===== src/rtl/bmp_pkg.sv =====
// shared types and constants for the binomial-mod-prime block
// no dependencies
`default_nettype none

package bmp_pkg;

    localparam int unsigned W         = 31;
    localparam int unsigned MAX_TERMS = 256;
    localparam int unsigned I_W       = $clog2(MAX_TERMS + 1);
    localparam int unsigned CNT_W     = $clog2(W);

    localparam logic [W-1:0] PRIME_RESET = W'(1000000007);

    typedef enum logic [10:0] {
        ST_IDLE     = 11'b000_0000_0001,
        ST_CHECK    = 11'b000_0000_0010,
        ST_TERM     = 11'b000_0000_0100,
        ST_WAIT_N   = 11'b000_0000_1000,
        ST_WAIT_B   = 11'b000_0001_0000,
        ST_POW      = 11'b000_0010_0000,
        ST_WAIT_R   = 11'b000_0100_0000,
        ST_WAIT_SQ  = 11'b000_1000_0000,
        ST_WAIT_INV = 11'b001_0000_0000,
        ST_DONE     = 11'b010_0000_0000,
        ST_INV      = 11'b100_0000_0000
    } state_t;

    typedef enum logic [2:0] {
        OP_ACC_N   = 3'd0,
        OP_BASE    = 3'd1,
        OP_R       = 3'd2,
        OP_SQ      = 3'd3,
        OP_ACC_INV = 3'd4
    } op_t;

    typedef struct packed {
        logic load;
        logic mul_start;
        op_t  op;
        logic pow_init;
        logic clear_r;
        logic e_shift;
        logic next_term;
        logic emit;
    } cmd_t;

    typedef struct packed {
        logic bad;
        logic over;
        logic p_small;
        logic terms_done;
        logic base_zero;
        logic e_zero;
        logic e_bit;
        logic mul_done;
        logic out_free;
    } status_t;

endpackage

`default_nettype wire


===== src/rtl/bmp_mulmod.sv =====
// shift-and-add modular multiplier, one multiplier bit per cycle
// depends on bmp_pkg
`default_nettype none

module bmp_mulmod
(
    input  wire                   clk,
    input  wire                   rst_n,
    input  wire                   start,
    input  wire [bmp_pkg::W-1:0]  a,
    input  wire [bmp_pkg::W-1:0]  b,
    input  wire [bmp_pkg::W-1:0]  p,
    output logic                  done,
    output logic [bmp_pkg::W-1:0] result
);
    import bmp_pkg::*;

    logic             busy_reg, busy_next;
    logic [CNT_W-1:0] cnt_reg, cnt_next;
    logic [W-1:0]     a_reg, a_next;
    logic [W-1:0]     b_reg, b_next;
    logic [W-1:0]     r_reg, r_next;
    logic [W:0]       dbl, dbl_red, sum, sum_red;

    always_comb
    begin
        dbl     = {r_reg, 1'b0};
        dbl_red = (dbl >= {1'b0, p}) ? dbl - {1'b0, p} : dbl;
        sum     = dbl_red + (b_reg[W-1] ? {1'b0, a_reg} : '0);
        sum_red = (sum >= {1'b0, p}) ? sum - {1'b0, p} : sum;
        result  = sum_red[W-1:0];
        done    = busy_reg && (cnt_reg == '0);
    end

    always_comb
    begin
        busy_next = busy_reg;
        cnt_next  = cnt_reg;
        a_next    = a_reg;
        b_next    = b_reg;
        r_next    = r_reg;
        if (start)
        begin
            busy_next = 1'b1;
            cnt_next  = CNT_W'(W - 1);
            a_next    = a;
            b_next    = b;
            r_next    = '0;
        end
        else if (busy_reg)
        begin
            r_next = result;
            b_next = {b_reg[W-2:0], 1'b0};
            cnt_next = cnt_reg - 1'b1;
            if (cnt_reg == '0)
            begin
                busy_next = 1'b0;
            end
        end
    end

    always_ff @(posedge clk or negedge rst_n)
    begin
        if (!rst_n)
        begin
            busy_reg <= 1'b0;
            cnt_reg  <= '0;
        end
        else
        begin
            busy_reg <= busy_next;
            cnt_reg  <= cnt_next;
        end
    end

    always_ff @(posedge clk)
    begin
        a_reg <= a_next;
        b_reg <= b_next;
        r_reg <= r_next;
    end

endmodule

`default_nettype wire


===== src/rtl/bmp_datapath.sv =====
// operand registers, term counter, exponent and output register
// depends on bmp_pkg and bmp_mulmod
`default_nettype none

module bmp_datapath
(
    input  wire                   clk,
    input  wire                   rst_n,
    input  bmp_pkg::cmd_t         cmd,
    output bmp_pkg::status_t      status,
    input  wire [bmp_pkg::W-1:0]  p,
    input  wire [bmp_pkg::W-1:0]  total_count,
    input  wire [bmp_pkg::W-1:0]  pick_count,
    output logic                  out_valid,
    input  wire                   out_stall,
    output logic [bmp_pkg::W-1:0] residue,
    output logic                  too_many_terms
);
    import bmp_pkg::*;

    logic [W-1:0]   n_reg, t_reg, acc_reg, base_reg, r_reg, e_reg;
    logic           bad_reg;
    logic [I_W-1:0] i_reg;
    op_t            op_reg;
    logic           ov_reg, ov_next;
    logic [W-1:0]   res_reg;
    logic           tmt_reg;
    logic [W-1:0]   diff, ma, mb, prod;
    logic           mdone;

    assign diff = total_count - pick_count;

    always_comb
    begin
        ma = acc_reg;
        mb = n_reg - W'(i_reg);
        case (cmd.op)
            OP_ACC_N:
            begin
                ma = acc_reg;
                mb = n_reg - W'(i_reg);
            end
            OP_BASE:
            begin
                ma = W'(1);
                mb = W'(i_reg) + W'(1);
            end
            OP_R:
            begin
                ma = r_reg;
                mb = base_reg;
            end
            OP_SQ:
            begin
                ma = base_reg;
                mb = base_reg;
            end
            OP_ACC_INV:
            begin
                ma = acc_reg;
                mb = r_reg;
            end
            default:
            begin
                ma = acc_reg;
                mb = r_reg;
            end
        endcase
    end

    bmp_mulmod u_mul
    (
        .clk    (clk),
        .rst_n  (rst_n),
        .start  (cmd.mul_start),
        .a      (ma),
        .b      (mb),
        .p      (p),
        .done   (mdone),
        .result (prod)
    );

    always_comb
    begin
        status.bad        = bad_reg;
        status.over       = !bad_reg && (t_reg > W'(MAX_TERMS));
        status.p_small    = p < W'(2);
        status.terms_done = i_reg == t_reg[I_W-1:0];
        status.base_zero  = base_reg == '0;
        status.e_zero     = e_reg == '0;
        status.e_bit      = e_reg[0];
        status.mul_done   = mdone;
        status.out_free   = !ov_reg || !out_stall;
    end

    always_ff @(posedge clk)
    begin
        if (cmd.load)
        begin
            n_reg   <= total_count;
            bad_reg <= pick_count > total_count;
            t_reg   <= (pick_count < diff) ? pick_count : diff;
            i_reg   <= '0;
            acc_reg <= W'(1);
        end
        if (cmd.next_term)
        begin
            i_reg <= i_reg + 1'b1;
        end
        if (cmd.pow_init)
        begin
            r_reg <= W'(1);
            e_reg <= p - W'(2);
        end
        if (cmd.clear_r)
        begin
            r_reg <= '0;
        end
        if (cmd.e_shift)
        begin
            e_reg <= e_reg >> 1;
        end
        if (mdone)
        begin
            case (op_reg)
                OP_ACC_N:   acc_reg  <= prod;
                OP_BASE:    base_reg <= prod;
                OP_R:       r_reg    <= prod;
                OP_SQ:      base_reg <= prod;
                OP_ACC_INV: acc_reg  <= prod;
                default:    acc_reg  <= prod;
            endcase
        end
        if (cmd.mul_start)
        begin
            op_reg <= cmd.op;
        end
        if (cmd.emit)
        begin
            tmt_reg <= status.over;
            res_reg <= (bad_reg || status.over || status.p_small) ? '0 : acc_reg;
        end
    end

    always_comb
    begin
        ov_next = ov_reg;
        if (ov_reg && !out_stall)
        begin
            ov_next = 1'b0;
        end
        if (cmd.emit)
        begin
            ov_next = 1'b1;
        end
    end

    always_ff @(posedge clk or negedge rst_n)
    begin
        if (!rst_n)
        begin
            ov_reg <= 1'b0;
        end
        else
        begin
            ov_reg <= ov_next;
        end
    end

    assign out_valid      = ov_reg;
    assign residue        = res_reg;
    assign too_many_terms = tmt_reg;

endmodule

`default_nettype wire


===== src/rtl/bmp_ctrl.sv =====
// controller state machine sequencing terms and the fermat inverse
// depends on bmp_pkg
`default_nettype none

module bmp_ctrl
(
    input  wire               clk,
    input  wire               rst_n,
    input  wire               in_valid,
    output logic              in_stall,
    input  bmp_pkg::status_t  status,
    output bmp_pkg::cmd_t     cmd
);
    import bmp_pkg::*;

    state_t state_reg, state_next;

    always_comb
    begin
        state_next = state_reg;
        cmd        = '0;
        cmd.op     = OP_ACC_N;
        in_stall   = 1'b1;
        case (state_reg)
            ST_IDLE:
            begin
                in_stall = 1'b0;
                if (in_valid)
                begin
                    cmd.load   = 1'b1;
                    state_next = ST_CHECK;
                end
            end
            ST_CHECK:
            begin
                if (status.bad || status.over || status.p_small)
                begin
                    state_next = ST_DONE;
                end
                else
                begin
                    state_next = ST_TERM;
                end
            end
            ST_TERM:
            begin
                if (status.terms_done)
                begin
                    state_next = ST_DONE;
                end
                else
                begin
                    cmd.mul_start = 1'b1;
                    cmd.op        = OP_ACC_N;
                    state_next    = ST_WAIT_N;
                end
            end
            ST_WAIT_N:
            begin
                if (status.mul_done)
                begin
                    cmd.mul_start = 1'b1;
                    cmd.op        = OP_BASE;
                    state_next    = ST_WAIT_B;
                end
            end
            ST_WAIT_B:
            begin
                if (status.mul_done)
                begin
                    cmd.pow_init = 1'b1;
                    state_next   = ST_POW;
                end
            end
            ST_POW:
            begin
                if (status.base_zero)
                begin
                    cmd.clear_r = 1'b1;
                    state_next  = ST_INV;
                end
                else if (status.e_zero)
                begin
                    state_next = ST_INV;
                end
                else if (status.e_bit)
                begin
                    cmd.mul_start = 1'b1;
                    cmd.op        = OP_R;
                    state_next    = ST_WAIT_R;
                end
                else
                begin
                    cmd.mul_start = 1'b1;
                    cmd.op        = OP_SQ;
                    state_next    = ST_WAIT_SQ;
                end
            end
            ST_WAIT_R:
            begin
                if (status.mul_done)
                begin
                    cmd.mul_start = 1'b1;
                    cmd.op        = OP_SQ;
                    state_next    = ST_WAIT_SQ;
                end
            end
            ST_WAIT_SQ:
            begin
                if (status.mul_done)
                begin
                    cmd.e_shift = 1'b1;
                    state_next  = ST_POW;
                end
            end
            ST_INV:
            begin
                cmd.mul_start = 1'b1;
                cmd.op        = OP_ACC_INV;
                state_next    = ST_WAIT_INV;
            end
            ST_WAIT_INV:
            begin
                if (status.mul_done)
                begin
                    cmd.next_term = 1'b1;
                    state_next    = ST_TERM;
                end
            end
            ST_DONE:
            begin
                if (status.out_free)
                begin
                    cmd.emit   = 1'b1;
                    state_next = ST_IDLE;
                end
            end
            default:
            begin
                state_next = ST_IDLE;
            end
        endcase
    end

    always_ff @(posedge clk or negedge rst_n)
    begin
        if (!rst_n)
        begin
            state_reg <= ST_IDLE;
        end
        else
        begin
            state_reg <= state_next;
        end
    end

endmodule

`default_nettype wire


===== src/rtl/binomial_mod_prime.sv =====
// top level: prime register, controller and datapath
// depends on bmp_pkg, bmp_ctrl and bmp_datapath
`default_nettype none

// Returns C(n,k) mod p for one (total_count, pick_count) transfer at a time, with p taken
// from a register written through cfg_wr_en/cfg_wr_data (reset value 1000000007). k > n,
// a modulus below two, or min(k,n-k) above 256 (too_many_terms set) give residue 0. All
// products go through one shift-and-add modular multiplier; a term needs one product each
// for (n-i) and (i+1), one per bit and one per set bit of (p-2) for the Fermat inverse,
// and one to scale the accumulator. A finished result sits in an output register, so the
// next input can be taken while it waits.
module binomial_mod_prime
(
    input  wire                   clk,
    input  wire                   rst_n,
    input  wire                   cfg_wr_en,
    input  wire [bmp_pkg::W-1:0]  cfg_wr_data,
    input  wire                   in_valid,
    output logic                  in_stall,
    input  wire [bmp_pkg::W-1:0]  total_count,
    input  wire [bmp_pkg::W-1:0]  pick_count,
    output logic                  out_valid,
    input  wire                   out_stall,
    output logic [bmp_pkg::W-1:0] residue,
    output logic                  too_many_terms
);
    import bmp_pkg::*;

    logic [W-1:0] prime_reg;
    cmd_t         cmd;
    status_t      status;

    always_ff @(posedge clk or negedge rst_n)
    begin
        if (!rst_n)
        begin
            prime_reg <= PRIME_RESET;
        end
        else if (cfg_wr_en)
        begin
            prime_reg <= cfg_wr_data;
        end
    end

    bmp_ctrl u_ctrl
    (
        .clk      (clk),
        .rst_n    (rst_n),
        .in_valid (in_valid),
        .in_stall (in_stall),
        .status   (status),
        .cmd      (cmd)
    );

    bmp_datapath u_dp
    (
        .clk            (clk),
        .rst_n          (rst_n),
        .cmd            (cmd),
        .status         (status),
        .p              (prime_reg),
        .total_count    (total_count),
        .pick_count     (pick_count),
        .out_valid      (out_valid),
        .out_stall      (out_stall),
        .residue        (residue),
        .too_many_terms (too_many_terms)
    );

endmodule

`default_nettype wire

===== config.mk =====
export PLATFORM = sky130hd
export DESIGN_NAME = binomial_mod_prime
export DESIGN_NICKNAME = d
export VERILOG_FILES = /design/src/rtl/bmp_pkg.sv /design/src/rtl/bmp_mulmod.sv /design/src/rtl/bmp_datapath.sv /design/src/rtl/bmp_ctrl.sv /design/src/rtl/binomial_mod_prime.sv
export SDC_FILE = /design/constraint.sdc
export NUM_CORES = 1
export LEC_CHECK = 0
export BUFFER_PORTS_ARGS = -buffer_cell sky130_fd_sc_hd__buf_2
export CORE_MARGIN = 4
export CORE_UTILIZATION = 35
export DETAILED_ROUTE_END_ITERATION = 10
export GPL_TIMING_DRIVEN = 0
export PLACE_DENSITY = 0.51
export SLEW_MARGIN = 15
export SYNTH_ARGS = -nofsm -noshare
export SYNTH_HDL_FRONTEND = slang
export SYNTH_HIERARCHICAL = 1
export SYNTH_SLANG_ARGS = --single-unit

===== constraint.sdc =====
create_clock -name clk -period 10 [get_ports clk]
set_input_delay 1.5 -clock clk [delete_from_list [all_inputs] [get_ports clk]]
set_output_delay 1.5 -clock clk [all_outputs]
set_load 0.05 [all_outputs]

==> results.toml <==
[synth]
yosysSeqAreaShare_pct = 38.76
synth-edff-count = 230
ys_types = 95
avgSynthCellArea_sq_um = 9.078
synth.cell_area_sq_um = 25890
synthCells = 2852
ys_seq_elements = 373
postSynth.asyncResetShare_pct = 13.14
ys_warn_count = 6
mappedNetlistNets = 3123
synth-main-ff-cell = "edfxtp_1"

[critical_path]
crit_top_cell = "nand2_1"
crit_path_top_delay_cell = "dfstp_2"
max_stage_delay_ns = 0.60
endpoint_kind = "flop"
cp-start-kind = "flop"
required_ns = 10.52
cp_max_fo = 10
arrival_ns = 10.17
criticalPathCategory = "reg2reg"
r2r_slack_ns = 0.35

[drt]
wire_per_inst_microns = 21.73
drc = 0
drt_wl_total_microns = 87710
dr_total_vias = 22210
viasPerCell = 5.500
first_iter_violations = 1644
ant_nets = 0
firstDrtPassIters = 5

[clocking]
holdBufCountCts = 0
numClockSinks = 373
cts_root_buffer = "clkbuf_16"
cts_buffer_depth = 3
insertion_delay_ns = 0.59
clkTransAtPathRegs_ns = 0.06
cts_buffers = 46
cts_tree = "yes"
h-tree-depth = 2

[floorplan]
start_util_pct = 35.43
fp.coreArea_sq_um = 73080
rows = 99
dieArea_sq_um = 78390
die_y_microns = 280.0
die_w_microns = 280.0
boundaryPins = 132

[sta]
holdWs_ns = 0.4773
period_needed_ns = 9.652
rsz0062_at_grt = "false"
report.final.slew_viol_count = 0
fin_skew_ns = 0.01838
min_period_over_period_pct = 96.52
setup_viol = 0
finalSetupTns_ns = 0
tightest_slew_ns = 1.249
fmax_ghz = 0.1036
max_slew_margin_pct = 16.56
finalHoldViolations = 0

[global_routing]
grt_overflow = 0
track_usage_pct = 21.89
grt_pass1_vias = 22240
grt_pass1_wl_microns = 132900
use_met2_pct = 38.95
met3_usage_pct = 2.363
antenna_found_initial = 2
grt_busiest_layer = "met2"
grt_max_degree = 63
use_met1_pct = 27.17

[flow_run]
maxCapViolCount = 0

[layout]
fin_cells = 4037
final_util_pct = 40.42
drive_gt1_share_pct = 13.00
area_growth_pct = 14.11
nets = 3311
diodes = 0

[status]
status = "finished clean"

[placement]
io_buffers = 131
gp_congestion = 0.9412
place_inst = 3950
place_hpwl_microns = 71130

[min_path]
hold_path_class = "reg2reg"
==> critical path, delay by kind of cell, from the launching register on <==
family	cells	cell delay [ns]
XOR/XNOR	1	0.17
AND/OR/NAND/NOR	11	2.34
flip-flops	1	0.60
AO/OA/AOI/OAI	12	3.34
adder cells (fa/ha/maj)	3	1.08
buffers and inverters	7	2.01
==> layer usage <==
layer	up-vias	share of wire [%]
met3	145	3.9
li1	10830	-
met5	-	0
met1	10690	43
met4	0	4.3
met2	544	49
==> kinds of logic (layout without fill, tap and decap cells) <==
kind of cell	count (synthesis)	after routing	share of synthesized area [%]
adder cells (fa/ha/maj)	173	173	8.505
XOR/XNOR	166	166	5.615
AO/OA/AOI/OAI	734	734	18.24
AND/OR/NAND/NOR	997	997	19.43
multiplexers	117	117	4.871
flip-flops	373	373	38.76
buffers and inverters	292	518	4.576
==> layout make-up <==
cell class | instances | area [sq um]
repair buffers | 140 | 762.0
plain buffers | 143 | 633.1
flip-flops and latches | 373 | 10040
well taps | 959 | 1200
multi-input cells | 2187 | 14730
fillers | 7363 | 43540
clock inverters | 18 | 206.4
clock buffers | 68 | 1420
inverters | 149 | 559.3
==> synthesized netlist by cell type (all sizes together), types with 20 or more instances <==
master | n | area (sq um)
dfrtp | 32 | 800.8
o21ai | 261 | 1306
buf | 31 | 205.2
ha | 168 | 2102
a211oi | 29 | 240.2
nor2 | 149 | 564.3
edfxtp | 230 | 6907
dfxtp | 94 | 1882
a311oi | 24 | 216.5
nand3 | 66 | 330.3
nand2b | 20 | 125.1
and3 | 20 | 125.1
nand3b | 36 | 274.0
and2 | 80 | 500.5
xnor2 | 117 | 1025
nand2 | 389 | 1463
inv | 148 | 555.5
a21oi | 148 | 740.7
nand4 | 36 | 225.2
a31oi | 23 | 143.9
clkbuf | 112 | 420.4
nor3 | 45 | 235.2
xor2 | 49 | 429.2
mux2i | 45 | 450.4
nor4 | 44 | 347.8
nor2b | 28 | 175.2
a21o | 44 | 330.3
mux2 | 72 | 810.8
==> repair_timing <==
action                                  4_1_cts  5_1_grt
pin swaps                                     0        1
hold endpoints to repair                      0        0
gates resized for setup                       4       12
buffers inserted                              0        1
endpoints found under the setup margin      122      101
==> per-stage QoR <==
| stage | cell area, sq um | setup slack (ns) |
|---|---|---|
| finish | 29540 | 0.3480 |
| global placement | 27750 | -0.4282 |
| detailed placement | 27870 | -0.5820 |
| CTS | 29510 | 0.06931 |
| floorplan | 25890 | 2.690 |
| global route | 29540 | 0.004097 |
==> path summary, 6_finish.rpt <==
| kind | start | to | cells past startpoint |
|---|---|---|---|
| max reg2reg | prime_reg[14]$_DFFE_PN1P_ | u_dp/acc_reg[0]$_DFF_P_ | 34 |
| min | u_dp/r_reg[12]$_DFF_P_ | u_dp/r_reg[12]$_DFF_P_ | 2 |
| min reg2reg | u_dp/r_reg[12]$_DFF_P_ | u_dp/r_reg[12]$_DFF_P_ | 2 |
| max in group asynchronous | rst_n | u_ctrl/state_reg[6]$_DFFE_PN0P_ | 1 |
| min in group asynchronous | rst_n | prime_reg[18]$_DFFE_PN0P_ | 1 |
| max | prime_reg[14]$_DFFE_PN1P_ | u_dp/acc_reg[0]$_DFF_P_ | 34 |
==> placed cells by master (no fill, tap or decap), types with 116 or more instances in the layout <==
cell	n
buf_2	141
clkbuf_1	116
o21ai_0	245
nor2_1	147
edfxtp_1	230
ha_1	168
inv_1	148
xnor2_1	117
a21oi_1	147
nand2_1	387
Power is not shown: default switching activity piles up to over one toggle a cycle in this logic, so the estimate is an artifact.
